## src/plp_pkg.sv

```systemverilog
// shared types and constants of the position line parser
`default_nettype none

package plp_pkg;

  // default line capacity in bytes
  localparam int unsigned LINE_CAPACITY_DEF = 24;

  // ascii codes
  localparam logic [7:0] CH_B     = 8'h42;
  localparam logic [7:0] CH_N     = 8'h4E;
  localparam logic [7:0] CH_LF    = 8'h0A;
  localparam logic [7:0] CH_CR    = 8'h0D;
  localparam logic [7:0] CH_COMMA = 8'h2C;
  localparam logic [7:0] CH_MINUS = 8'h2D;
  localparam logic [7:0] CH_ZERO  = 8'h30;
  localparam logic [7:0] CH_NINE  = 8'h39;

  // largest magnitude a number may reach while digits are read
  localparam logic [19:0] MAG_LIMIT = 20'd32768;
  localparam logic [15:0] MAG_EDGE  = 16'h8000;

  typedef enum logic [1:0] {
    KIND_IGNORED = 2'd0,
    KIND_NODET   = 2'd1,
    KIND_MEAS    = 2'd2
  } line_kind_t;

  typedef enum logic [3:0] {
    SC_START,
    SC_N,
    SC_B,
    SC_BC,
    SC_XSIGN,
    SC_XDIG,
    SC_XCOMMA,
    SC_YSIGN,
    SC_YDIG,
    SC_BAD
  } scan_state_t;

  // judgement of the line as it stands, valid when a line feed is consumed
  typedef struct packed {
    logic               nodet;
    logic               meas;
    logic signed [15:0] x;
    logic signed [15:0] y;
  } verdict_t;

endpackage

`default_nettype wire

```

## src/plp_if.sv

```systemverilog
// request channels of the position line parser
`default_nettype none

interface plp_in_if;
  logic        valid;
  logic        ready;
  logic [7:0]  rx_byte;
  logic [31:0] time_ms;

  modport source (output valid, rx_byte, time_ms, input ready);
  modport sink   (input valid, rx_byte, time_ms, output ready);
endinterface

interface plp_out_if;
  logic               valid;
  logic               ready;
  logic [1:0]         line_kind;
  logic signed [15:0] pos_x;
  logic signed [15:0] pos_y;
  logic               data_valid;
  logic               no_detection;
  logic [31:0]        last_update_ms;
  logic [31:0]        frame_count;
  logic [31:0]        measurement_count;

  modport source (output valid, line_kind, pos_x, pos_y, data_valid, no_detection,
                  last_update_ms, frame_count, measurement_count, input ready);
  modport sink   (input valid, line_kind, pos_x, pos_y, data_valid, no_detection,
                  last_update_ms, frame_count, measurement_count, output ready);
endinterface

`default_nettype wire

```

## src/plp_scan.sv

```systemverilog
// per-byte line scanner: grammar state, length count and number accumulation
`default_nettype none

module plp_scan #(
  parameter int unsigned LINE_CAPACITY = plp_pkg::LINE_CAPACITY_DEF
) (
  input  wire logic              clk,
  input  wire logic              rst_n,
  input  wire logic              step,
  input  wire logic [7:0]        rx_byte,
  output plp_pkg::verdict_t      verdict
);

  localparam int unsigned LW = $clog2(LINE_CAPACITY + 1);

  plp_pkg::scan_state_t state_r, state_nxt;
  logic [LW-1:0] len_r, len_nxt;
  logic [15:0]   mag_r, mag_nxt;
  logic          neg_r, neg_nxt;
  logic [15:0]   x_r, x_nxt;

  logic          is_dig;
  logic [19:0]   mag_acc;
  logic          mag_over;
  logic          mag_bad_pos;
  logic [15:0]   mag_signed;

  always_comb begin
    is_dig      = (rx_byte >= plp_pkg::CH_ZERO) && (rx_byte <= plp_pkg::CH_NINE);
    // mag * 10 + digit
    mag_acc     = {1'b0, mag_r, 3'b000} + {3'b000, mag_r, 1'b0}
                  + {16'd0, rx_byte[3:0] - plp_pkg::CH_ZERO[3:0]};
    mag_over    = mag_acc > plp_pkg::MAG_LIMIT;
    mag_bad_pos = !neg_r && (mag_r == plp_pkg::MAG_EDGE);
    mag_signed  = neg_r ? (16'd0 - mag_r) : mag_r;
  end

  always_comb begin
    verdict.nodet = (state_r == plp_pkg::SC_N);
    verdict.meas  = (state_r == plp_pkg::SC_YDIG) && !mag_bad_pos;
    verdict.x     = x_r;
    verdict.y     = mag_signed;
  end

  always_comb begin
    state_nxt = state_r;
    len_nxt   = len_r;
    mag_nxt   = mag_r;
    neg_nxt   = neg_r;
    x_nxt     = x_r;
    if (step && (rx_byte != plp_pkg::CH_CR)) begin
      if (rx_byte == plp_pkg::CH_LF) begin
        state_nxt = plp_pkg::SC_START;
        len_nxt   = '0;
      end else if (len_r == LW'(LINE_CAPACITY)) begin
        // full line: byte dropped and the line restarts empty
        state_nxt = plp_pkg::SC_START;
        len_nxt   = '0;
      end else begin
        len_nxt = len_r + LW'(1);
        case (state_r)
          plp_pkg::SC_START: begin
            if (rx_byte == plp_pkg::CH_N) begin
              state_nxt = plp_pkg::SC_N;
            end else if (rx_byte == plp_pkg::CH_B) begin
              state_nxt = plp_pkg::SC_B;
            end else begin
              state_nxt = plp_pkg::SC_BAD;
            end
          end
          plp_pkg::SC_B: begin
            if (rx_byte == plp_pkg::CH_COMMA) begin
              state_nxt = plp_pkg::SC_BC;
              mag_nxt   = '0;
              neg_nxt   = 1'b0;
            end else begin
              state_nxt = plp_pkg::SC_BAD;
            end
          end
          plp_pkg::SC_BC, plp_pkg::SC_XCOMMA: begin
            if (rx_byte == plp_pkg::CH_MINUS) begin
              neg_nxt   = 1'b1;
              state_nxt = (state_r == plp_pkg::SC_BC) ? plp_pkg::SC_XSIGN
                                                      : plp_pkg::SC_YSIGN;
            end else if (is_dig) begin
              mag_nxt   = mag_acc[15:0];
              state_nxt = (state_r == plp_pkg::SC_BC) ? plp_pkg::SC_XDIG
                                                      : plp_pkg::SC_YDIG;
            end else begin
              state_nxt = plp_pkg::SC_BAD;
            end
          end
          plp_pkg::SC_XSIGN, plp_pkg::SC_YSIGN: begin
            if (is_dig) begin
              mag_nxt   = mag_acc[15:0];
              state_nxt = (state_r == plp_pkg::SC_XSIGN) ? plp_pkg::SC_XDIG
                                                         : plp_pkg::SC_YDIG;
            end else begin
              state_nxt = plp_pkg::SC_BAD;
            end
          end
          plp_pkg::SC_XDIG: begin
            if (is_dig) begin
              if (mag_over) begin
                state_nxt = plp_pkg::SC_BAD;
              end else begin
                mag_nxt = mag_acc[15:0];
              end
            end else if ((rx_byte == plp_pkg::CH_COMMA) && !mag_bad_pos) begin
              x_nxt     = mag_signed;
              mag_nxt   = '0;
              neg_nxt   = 1'b0;
              state_nxt = plp_pkg::SC_XCOMMA;
            end else begin
              state_nxt = plp_pkg::SC_BAD;
            end
          end
          plp_pkg::SC_YDIG: begin
            if (is_dig && !mag_over) begin
              mag_nxt = mag_acc[15:0];
            end else begin
              state_nxt = plp_pkg::SC_BAD;
            end
          end
          default: begin
            state_nxt = plp_pkg::SC_BAD;
          end
        endcase
      end
    end
  end

  always_ff @(posedge clk) begin
    if (!rst_n) begin
      state_r <= plp_pkg::SC_START;
      len_r   <= '0;
    end else begin
      state_r <= state_nxt;
      len_r   <= len_nxt;
    end
  end

  always_ff @(posedge clk) begin
    mag_r <= mag_nxt;
    neg_r <= neg_nxt;
    x_r   <= x_nxt;
  end

endmodule

`default_nettype wire

```

## src/position_line_parser.sv

```systemverilog
// top level of the position line parser
//
// usage
//   in_ch carries one serial byte per request, with the current millisecond
//   tick. out_ch carries one result request per line feed; other bytes give
//   none. carriage return is skipped anywhere.
//   each byte is scanned as it arrives, so no line text is stored: a small
//   state machine follows the "N" and "B,x,y" forms and builds the numbers
//   digit by digit with a shift-and-add times ten.
// timing
//   one byte per cycle while no line feed waits on a busy out_ch. a byte
//   passes through the input register, and the result of a line feed is
//   loaded into the output register, which drives out_ch, when it is judged.
// reset
//   synchronous, active low. the line restarts empty, held position and
//   counters clear, the held no-detection flag reads 1.
// stall
//   while a result waits on out_ch, bytes other than line feed still flow in;
//   a second line feed waits in the input register until the result is taken.
`default_nettype none

module position_line_parser #(
  parameter int unsigned LINE_CAPACITY = plp_pkg::LINE_CAPACITY_DEF
) (
  input  wire logic   clk,
  input  wire logic   rst_n,
  plp_in_if.sink      in_ch,
  plp_out_if.source   out_ch
);

  // input register
  logic        s1_v_r;
  logic [7:0]  s1_byte_r;
  logic [31:0] s1_time_r;

  // held state
  logic signed [15:0] held_x_r, held_x_nxt;
  logic signed [15:0] held_y_r, held_y_nxt;
  logic               valid_flag_r, valid_flag_nxt;
  logic               nodet_r, nodet_nxt;
  logic [31:0]        stamp_r, stamp_nxt;
  logic [31:0]        frames_r, frames_nxt;
  logic [31:0]        measures_r, measures_nxt;

  // result register
  logic               out_v_r;
  plp_pkg::line_kind_t out_kind_r, kind_nxt;
  logic signed [15:0] out_x_r;
  logic signed [15:0] out_y_r;
  logic               out_valid_flag_r;
  logic               out_nodet_r;
  logic [31:0]        out_stamp_r;
  logic [31:0]        out_frames_r;
  logic [31:0]        out_measures_r;

  logic              is_lf;
  logic              out_free;
  logic              step;
  logic              judge;
  plp_pkg::verdict_t verdict;

  // only a line feed needs the result register; other bytes never wait on it
  assign is_lf    = (s1_byte_r == plp_pkg::CH_LF);
  assign out_free = !out_v_r || out_ch.ready;
  assign step     = s1_v_r && (!is_lf || out_free);
  assign judge    = step && is_lf;

  assign in_ch.ready = !s1_v_r || step;

  plp_scan #(
    .LINE_CAPACITY (LINE_CAPACITY)
  ) u_scan (
    .clk     (clk),
    .rst_n   (rst_n),
    .step    (step),
    .rx_byte (s1_byte_r),
    .verdict (verdict)
  );

  always_ff @(posedge clk) begin
    if (!rst_n) begin
      s1_v_r <= 1'b0;
    end else if (in_ch.ready) begin
      s1_v_r <= in_ch.valid;
    end
  end

  always_ff @(posedge clk) begin
    if (in_ch.ready && in_ch.valid) begin
      s1_byte_r <= in_ch.rx_byte;
      s1_time_r <= in_ch.time_ms;
    end
  end

  // judge the line and update the held values
  always_comb begin
    held_x_nxt     = held_x_r;
    held_y_nxt     = held_y_r;
    valid_flag_nxt = valid_flag_r;
    nodet_nxt      = nodet_r;
    stamp_nxt      = stamp_r;
    frames_nxt     = frames_r;
    measures_nxt   = measures_r;
    kind_nxt       = plp_pkg::KIND_IGNORED;
    if (verdict.nodet) begin
      kind_nxt   = plp_pkg::KIND_NODET;
      nodet_nxt  = 1'b1;
      frames_nxt = frames_r + 32'd1;
    end else if (verdict.meas) begin
      kind_nxt       = plp_pkg::KIND_MEAS;
      held_x_nxt     = verdict.x;
      held_y_nxt     = verdict.y;
      stamp_nxt      = s1_time_r;
      valid_flag_nxt = 1'b1;
      nodet_nxt      = 1'b0;
      frames_nxt     = frames_r + 32'd1;
      measures_nxt   = measures_r + 32'd1;
    end
  end

  always_ff @(posedge clk) begin
    if (!rst_n) begin
      held_x_r     <= '0;
      held_y_r     <= '0;
      valid_flag_r <= 1'b0;
      nodet_r      <= 1'b1;
      stamp_r      <= '0;
      frames_r     <= '0;
      measures_r   <= '0;
    end else if (judge) begin
      held_x_r     <= held_x_nxt;
      held_y_r     <= held_y_nxt;
      valid_flag_r <= valid_flag_nxt;
      nodet_r      <= nodet_nxt;
      stamp_r      <= stamp_nxt;
      frames_r     <= frames_nxt;
      measures_r   <= measures_nxt;
    end
  end

  always_ff @(posedge clk) begin
    if (!rst_n) begin
      out_v_r <= 1'b0;
    end else if (judge) begin
      out_v_r <= 1'b1;
    end else if (out_ch.ready) begin
      out_v_r <= 1'b0;
    end
  end

  always_ff @(posedge clk) begin
    if (judge) begin
      out_kind_r       <= kind_nxt;
      out_x_r          <= held_x_nxt;
      out_y_r          <= held_y_nxt;
      out_valid_flag_r <= valid_flag_nxt;
      out_nodet_r      <= nodet_nxt;
      out_stamp_r      <= stamp_nxt;
      out_frames_r     <= frames_nxt;
      out_measures_r   <= measures_nxt;
    end
  end

  assign out_ch.valid             = out_v_r;
  assign out_ch.line_kind         = out_kind_r;
  assign out_ch.pos_x             = out_x_r;
  assign out_ch.pos_y             = out_y_r;
  assign out_ch.data_valid        = out_valid_flag_r;
  assign out_ch.no_detection      = out_nodet_r;
  assign out_ch.last_update_ms    = out_stamp_r;
  assign out_ch.frame_count       = out_frames_r;
  assign out_ch.measurement_count = out_measures_r;

endmodule

`default_nettype wire
```

## src/flat_wrapper.sv

```systemverilog
// flat-port wrapper written by rule: the top's interface ports become plain ports
module position_line_parser_flat 
#(
  parameter int unsigned LINE_CAPACITY = plp_pkg::LINE_CAPACITY_DEF
)
  (clk, rst_n, in_ch_valid, in_ch_rx_byte, in_ch_time_ms, in_ch_ready, out_ch_valid, out_ch_line_kind, out_ch_pos_x, out_ch_pos_y, out_ch_data_valid, out_ch_no_detection, out_ch_last_update_ms, out_ch_frame_count, out_ch_measurement_count, out_ch_ready);
  plp_in_if in_ch_i ();
  plp_out_if out_ch_i ();
  input  wire logic clk;
  input  wire logic rst_n;
  input wire logic [$bits(in_ch_i.valid)-1:0] in_ch_valid;
  input wire logic [$bits(in_ch_i.rx_byte)-1:0] in_ch_rx_byte;
  input wire logic [$bits(in_ch_i.time_ms)-1:0] in_ch_time_ms;
  output wire logic [$bits(in_ch_i.ready)-1:0] in_ch_ready;
  output wire logic [$bits(out_ch_i.valid)-1:0] out_ch_valid;
  output wire logic [$bits(out_ch_i.line_kind)-1:0] out_ch_line_kind;
  output wire logic [$bits(out_ch_i.pos_x)-1:0] out_ch_pos_x;
  output wire logic [$bits(out_ch_i.pos_y)-1:0] out_ch_pos_y;
  output wire logic [$bits(out_ch_i.data_valid)-1:0] out_ch_data_valid;
  output wire logic [$bits(out_ch_i.no_detection)-1:0] out_ch_no_detection;
  output wire logic [$bits(out_ch_i.last_update_ms)-1:0] out_ch_last_update_ms;
  output wire logic [$bits(out_ch_i.frame_count)-1:0] out_ch_frame_count;
  output wire logic [$bits(out_ch_i.measurement_count)-1:0] out_ch_measurement_count;
  input wire logic [$bits(out_ch_i.ready)-1:0] out_ch_ready;
  assign in_ch_i.valid = in_ch_valid;
  assign in_ch_i.rx_byte = in_ch_rx_byte;
  assign in_ch_i.time_ms = in_ch_time_ms;
  assign in_ch_ready = in_ch_i.ready;
  assign out_ch_valid = out_ch_i.valid;
  assign out_ch_line_kind = out_ch_i.line_kind;
  assign out_ch_pos_x = out_ch_i.pos_x;
  assign out_ch_pos_y = out_ch_i.pos_y;
  assign out_ch_data_valid = out_ch_i.data_valid;
  assign out_ch_no_detection = out_ch_i.no_detection;
  assign out_ch_last_update_ms = out_ch_i.last_update_ms;
  assign out_ch_frame_count = out_ch_i.frame_count;
  assign out_ch_measurement_count = out_ch_i.measurement_count;
  assign out_ch_i.ready = out_ch_ready;
  position_line_parser #(.LINE_CAPACITY(LINE_CAPACITY)) u_core (.clk(clk), .rst_n(rst_n), .in_ch(in_ch_i), .out_ch(out_ch_i));
endmodule
```

## config.mk

```make
export PLATFORM = sky130hd
export DESIGN_NAME = position_line_parser_flat
export DESIGN_NICKNAME = d
export VERILOG_FILES = /design/src/plp_pkg.sv /design/src/plp_if.sv /design/src/plp_scan.sv /design/src/position_line_parser.sv /design/src/flat_wrapper.sv
export SDC_FILE = /design/constraint.sdc
export NUM_CORES = 1
export LEC_CHECK = 0
export ABC_AREA = 1
export BUFFER_PORTS_ARGS = -buffer_cell sky130_fd_sc_hd__buf_2
export CAP_MARGIN = 20
export CORE_MARGIN = 3
export CORE_UTILIZATION = 45
export CTS_CLUSTER_SIZE = 12
export DETAILED_ROUTE_END_ITERATION = 12
export GPL_ROUTABILITY_DRIVEN = 0
export PLACE_DENSITY_LB_ADDON = 0.25
export SLEW_MARGIN = 10
export SYNTH_ARGS = -nofsm -noshare
export SYNTH_HDL_FRONTEND = slang
export SYNTH_SLANG_ARGS = --single-unit
export TNS_END_PERCENT = 5
```

## constraint.sdc

```tcl
create_clock -name clk -period 3.4 [get_ports clk]
set_input_delay 0.17 -clock clk [delete_from_list [all_inputs] [get_ports clk]]
set_output_delay 0.17 -clock clk [all_outputs]
set_load 0.02 [all_outputs]
```

==> flow_summary_export.csv, run 1 <==
group,metric,value,unit
synth,yosys.area.top_type_share,37.6,%
timing,maxSlewViolCount,0,
power_and_ir_drop,leakagePower,8.32,nW
cts,clk_path_buf_depth,3,
timing,worstMarginPinSlew,1.11,ns
cells_and_area,final_common_cell,"nand2_1",
die,die_h,197,µm
cells_and_area,layout-drive-gt1-share,15.6,%
timing,clock_skew,0.0163,ns
cts,cts_tree,"built",
worst_setup_path,start_kind,"flop",
global_route,grt_pass1_wl,63.9,mm
synth,synth_cell_types,50,
die,ios,178,
global_route,grt_start_max_net_pins,114,
worst_setup_path,cp_max_fo,16,
synth,syn-instance-count,1869,
die,die_w,197,µm
drt,ant_nets,0,
global_route,grtUsageMet2,34.8,%
global_route,top_usage_layer,"met2",
global_route,grt_usage,20.3,%
drt,routed_wl,39.8,mm
timing,relSlewSlack,26.3,%
status,outcome,"completed",
die,row_count,69,
die,initial_core_util,45.8,%
global_route,met1_usage,26.2,%
drt,drtIter0Drc,920,
cts,numCtsBuffers,38,
worst_setup_path,path_class,"flop to flop",
timing,fin_ws,0.201,ns
die,core,0.0357,mm²
synth,syn-num-nets,1951,
drt,drt-vias-per-instance,5.09,
drt,drc,0,
worst_setup_path,required,3.65,ns
synth,yosysTopAreaCell,"edfxtp_1",
cells_and_area,diodes,0,
worst_setup_path,ff2ff_setup_slack,0.20,ns
synth,synth-seq-cells,346,
synth,avgSynthCellArea,8.76,µm²
timing,post-route-min-period,3.20,ns
synth,yosysWarningCount,0,
timing,finalSetupTns,0,ns
global_route,grt_pass1_vias,12723,
cells_and_area,area_growth,19.3,%
worst_setup_path,critPathCaptureType,"flop",
drt,first_pass_iters,5,
global_route,use_met3,4.09,%
min_path,hold_path_class,"input port to flop",
power_and_ir_drop,power_density,478,mW/mm²
power_and_ir_drop,ir_worst_vdd,0.498,mV
cells_and_area,seqCellArea,0.00898,mm²
timing,hold_ws,0.199,ns
cells_and_area,fill_cells,3262,
timing,hold_viol_final,0,
placed_design,pre_cts_ws,0.0859,ns
power_and_ir_drop,p_total,9.34,mW
die,die_area,0.0387,mm²
global_route,antenna_found_initial,0,
drt,via_count,13134,
synth,seq_area_frac_synth,54.8,%
cts,clock_latency,0.55,ns
timing,finalSetupViolCount,0,
cts,clock_sinks,346,
synth,synthesis.area,0.0164,mm²
cells_and_area,final_cell_mix,"436 x nand2_1, 234 x nor2_1, 219 x inv_1",
timing,max_freq,0.313,GHz
placed_design,port_buffers,177,
worst_setup_path,cp.arrival,3.45,ns
drt,routedWlPerCell,15.4,µm
cells_and_area,nNetsFinal,2175,
global_route,grt_overflow_total,0,
cts,root_buffer,"clkbuf_16",
flow_run,maxCapViolations,0,
timing,fin_crit_sh,94.1,%
cts,clk_pin_slew,0.06,ns
cts,htree_levels,2,
synth,synthTopCellsByArea,"edfxtp_1 38%, dfxtp_1 17%, nand2_1 10%",
cells_and_area,multiInputGateArea,0.00625,mm²
placed_design,place_hpwl,27.2,mm
critical path: stages (launching register included):
cell      delay, ns
edfxtp_1       0.42
inv_2          0.09
fa_2           0.47
fa_2           0.42
inv_1          0.11
nand3_1        0.11
nand2_2        0.12
nand2_1        0.08
nand2_2        0.08
nand2_1        0.06
nand2_1        0.08
nand2_1        0.05
nor2_1         0.10
nand3_1        0.09
nand2_2        0.09
nand2_1        0.08
a21oi_1        0.14
and2_4         0.17
buf_12         0.14
power by group:
part | total [mW] | switching (mW) | leakage [nW] | internal [mW]
sequential | 4.52 | 0.0373 | 2.98 | 4.48
combinational | 0.568 | 0.371 | 4.72 | 0.197
clock | 4.26 | 1.64 | 0.633 | 2.61
layout make-up:
| class | instances | area share (%) |
|---|---|---|
| Clock inverter | 10 | 0.762 |
| Tap cell | 461 | 2.95 |
| Timing Repair Buffer | 249 | 7.97 |
| Sequential cell | 346 | 45.9 |
| Inverter | 238 | 4.60 |
| Clock buffer | 58 | 5.83 |
| Multi-Input combinational cell | 1220 | 32.0 |
cells in the mapped netlist (all sizes together):
cell type  count
nor3          43
o211ai         4
dfxtp        141
or2            2
and2           2
o22ai          1
and3           1
nand3b         5
clkinv         1
nand4         31
clkbuf        27
nor3b          2
xnor2          2
nand3         62
nor2         244
o21bai        11
nor4           6
inv          237
xor2          78
buf           38
o21ai        147
edfxtp       205
ha            36
a2bb2oi        1
o2111a         1
a31oi          3
a211oi         3
a21oi         87
fa             2
nand2        446
state kept, by name (all words and copies together), names as in the netlist, 16 cells and up:
register / count
u_core.out_ch.pos_y: 16
u_core.s1_time_r: 32
u_core.u_scan.x_r: 16
u_core.held_x_r: 16
u_core.u_scan.mag_r: 16
u_core.out_ch.measurement_count: 32
u_core.stamp_r: 32
u_core.out_ch.pos_x: 16
u_core.measures_r: 32
u_core.out_ch.frame_count: 32
u_core.frames_r: 32
u_core.held_y_r: 16
u_core.out_ch.last_update_ms: 32
through the flow:
step | instances | utilization, % | area (µm²)
finish | 2582 | 54.7 | 19500
global route | 2582 | 54.7 | 19500
CTS | 2578 | 54.5 | 19500
detailed placement | 2467 | 49.7 | 17800
global placement | 2467 | 49.7 | 17800
floorplan | 1869 | - | 16400
kinds of logic after synthesis:
family / count (synthesis) / share of synthesized area, %
fa+ha+maj: 38 / 2.99
simple gates: 844 / 22.2
compound gates: 258 / 8.30
xor+xnor: 80 / 4.41
buf+inv: 303 / 7.26
flops: 346 / 54.8
per-layer routing:
layer / wire length [µm] / vias to the layer above / share of wire [%]
met3: 2230 / 63 / 5.6
met2: 19200 / 371 / 48
met1: 17400 / 6180 / 44
met4: 863 / 0 / 2.2
li1: - / 6520 / -
met5: 0 / - / 0
worst paths after layout:
check | endpoint | cells after the start | startpoint
setup / recovery | u_core.u_scan.mag_r[14] | 18 | u_core.s1_byte_r[3]
hold / removal | u_core.valid_flag_r | 3 | rst_n
setup reg to reg | u_core.u_scan.mag_r[14] | 18 | u_core.s1_byte_r[3]
hold reg to reg | u_core.valid_flag_r | 2 | u_core.valid_flag_r
what timing repair did:
action                                  4_1_cts  5_1_grt
hold endpoints to repair                     42        0
hold buffers                                 43        0
endpoints found under the setup margin        0       19
buffers inserted                              0        4
gates resized for setup                       0       13
Power figures use the tool's default switching activity.
==> inputs of run 2 (changes only) <==
- clock period: 3.4 -> 3.9 ns (I/O delays scaled with it)
==> run 2 against run 1 <==
  * First-iteration DRC count grew 5.3%
  * Critical path depth is the same
  * Global-route usage is essentially flat
  * Count of clock-buffer cells in the layout grew 3
  * Clock skew shrank 0.0040 ns
  * Maximum frequency shrank 8.8%
  * Cell count shrank 0.23%
  * Utilization shrank 0.40 points
  * Largest power group unchanged
==> flow_summary_export.csv, run 2 (synthesis gave the netlist of run 1 again) <==
group,metric,value,unit
cells_and_area,final_cell_mix,"440 x nand2_1, 234 x nor2_1, 222 x inv_1",
global_route,grt_pass1_wl,63.7,mm
drt,via_count,13060,
worst_setup_path,cp_common_cell,"nand2_1",
die,die_w,197,µm
cts,htree_levels,2,
drt,ant_nets,0,
drt,first_pass_iters,5,
worst_setup_path,critPathMaxStageDelay,0.55,ns
placed_design,placedInstanceArea,0.0177,mm²
global_route,met1_usage,26.4,%
cells_and_area,nNetsFinal,2167,
worst_setup_path,cp_max_fo,16,
cells_and_area,multiInputGateArea,0.00622,mm²
timing,maxSlewViolCount,0,
global_route,grt_overflow_total,0,
worst_setup_path,start_kind,"flop",
die,core,0.0357,mm²
cts,cts_resized,0,
worst_setup_path,cp_num_buf_inv,3,
flow_run,maxCapViolations,0,
cts,cts_tree,"built",
power_and_ir_drop,power_density,409,mW/mm²
cts,clock_sinks,346,
drt,drt-vias-per-instance,5.07,
power_and_ir_drop,leakagePower,8.26,nW
die,ios,178,
worst_setup_path,r2r_start,"u_core.u_scan.mag_r[0]",
timing,relSlewSlack,45.7,%
timing,finalSetupTns,0,ns
cts,clock_latency,0.55,ns
cells_and_area,final_common_cell,"nand2_1",
drt,routedWlPerCell,15.4,µm
drt,drtIter0Drc,969,
global_route,use_met3,3.93,%
cells_and_area,area_growth,18.5,%
timing,max_freq,0.285,GHz
placed_design,place_hpwl,26.8,mm
timing,finalSetupViolCount,0,
timing,rsz0062_at_grt,"no",
drt,drc,0,
timing,fin_crit_sh,89.9,%
die,die_area,0.0387,mm²
global_route,grt_pass1_vias,12556,
cts,numCtsBuffers,38,
drt,routed_wl,39.6,mm
cells_and_area,layout-drive-gt1-share,14.7,%
timing,post-route-min-period,3.51,ns
worst_setup_path,rr_worst_depth,18,
power_and_ir_drop,p_total,7.94,mW
timing,hold_viol_final,0,
die,row_count,69,
placed_design,port_buffers,177,
cts,root_buffer,"clkbuf_16",
global_route,grtUsageMet2,34.4,%
cells_and_area,finalInstanceArea,0.0194,mm²
die,die_h,197,µm
global_route,grt_usage,20.3,%
worst_setup_path,critPathCaptureType,"flop",
min_path,hold_start,"rst_n",
timing,hold_ws,0.277,ns
worst_setup_path,path_class,"flop to flop",
status,outcome,"completed",
min_path,hold_path_class,"input port to flop",
global_route,grt_start_max_net_pins,114,
worst_setup_path,ff2ff_setup_slack,0.39,ns
cells_and_area,diodes,0,
timing,clock_skew,0.0123,ns
global_route,top_usage_layer,"met2",
worst_setup_path,r2r_end,"u_core.u_scan.mag_r[15]",
timing,worstMarginPinSlew,0.815,ns
cts,clk_pin_slew,0.06,ns
worst_setup_path,crit_chain,"inv_1 -> fa_1 -> fa_1 -> inv_1 -> nand3_1 -> nand2_1 -> nand2_1 -> nand2_1 -> nand2_1 -> nand2_1 -> nand2_1 -> nand2_1 -> nand2_1 -> nor2_2 -> nand2_1 -> o22ai_1 -> and2_1 -> buf_4",
min_path,hold_path_end,"u_core.frames_r[29]",
die,initial_core_util,45.8,%
worst_setup_path,cp.arrival,3.74,ns
worst_setup_path,crit_path_top_delay_cell,"fa_1",
worst_setup_path,cp_top_family,"simple AND/OR/NAND/NOR gates",
cells_and_area,seqCellArea,0.00898,mm²
worst_setup_path,required,4.14,ns
cells_and_area,fill_cells,3250,
power_and_ir_drop,ir_worst_vdd,0.365,mV
global_route,antenna_found_initial,0,
min_path,hold_path_depth,5,
cts,clk_path_buf_depth,3,
==> run 2: changes by cell type in the layout (fill, tap and decap cells not counted), moves of 3 or more <==
| cell | change |
|---|---|
| clkbuf_8 | +4 |
| buf_4 | -9 |
| inv_1 | +3 |
| bufinv_16 | -3 |
| nand2_1 | +4 |
| nand2_2 | -4 |
| inv_6 | +3 |
| clkbuf_16 | -3 |
| inv_2 | -3 |
==> run 2: cell type report <==
| cell class | count | share of cell area, % |
|---|---|---|
| multi-input cells | 1220 | 32.0 |
| clock inverters | 9 | 0.490 |
| well taps | 461 | 2.97 |
| flip-flops and latches | 346 | 46.3 |
| inverters | 238 | 4.64 |
| clock buffers | 61 | 5.81 |
| repair buffers | 241 | 7.79 |
==> run 2: power breakdown <==
group	leakage [nW]	switching, mW	total, mW	internal [mW]
clock network	0.596	1.46	3.52	2.06
registers	2.98	0.0344	3.94	3.91
logic	4.69	0.320	0.481	0.162
total	8.26	1.81	7.94	6.13
==> run 2: repair_timing <==
item                                   4_1_cts  5_1_grt
hold buffers                                43        0
buffers inserted                             0        0
endpoints found under the hold margin       42        0
==> run 2: worst max-delay path by stage <==
stage                                 startpoint                 endpoint  slack, ns  cells after the start
after CTS                 u_core.u_scan.mag_r[0]  u_core.u_scan.mag_r[11]       0.41                     18
after detailed placement  u_core.u_scan.mag_r[0]   u_core.u_scan.mag_r[9]       0.44                     18
after global placement    u_core.u_scan.mag_r[0]   u_core.u_scan.mag_r[9]       0.57                     18
after global routing      u_core.u_scan.mag_r[0]  u_core.u_scan.mag_r[11]       0.08                     18
final                     u_core.u_scan.mag_r[0]  u_core.u_scan.mag_r[15]       0.39                     18
after floorplan              u_core.s1_byte_r[4]      u_core.frames_r[19]       0.65                     11
==> run 2: worst min-delay path: stages <==
cell and delay [ns]:
buf_2 0.10, inv_2 0.21, a21oi_1 0.19, nand2_1 0.06
inv_1 0.04
==> run 2: routing by layer <==
metal  part of all wire, %  vias to the layer above
met5                     0                        -
met4                   2.9                        0
met3                   5.8                       77
met2                    47                      393
met1                    44                     6069
li1                      -                     6521
==> run 2: stage by stage <==
stage / worst slack, ns / cells / util (%)
finish: 0.393 / 2576 / 54.3
global route: 0.0768 / 2576 / 54.3
CTS: 0.413 / 2574 / 54.2
detailed placement: 0.437 / 2461 / 49.6
global placement: 0.572 / 2461 / 49.6
floorplan: 0.651 / 1869 / -
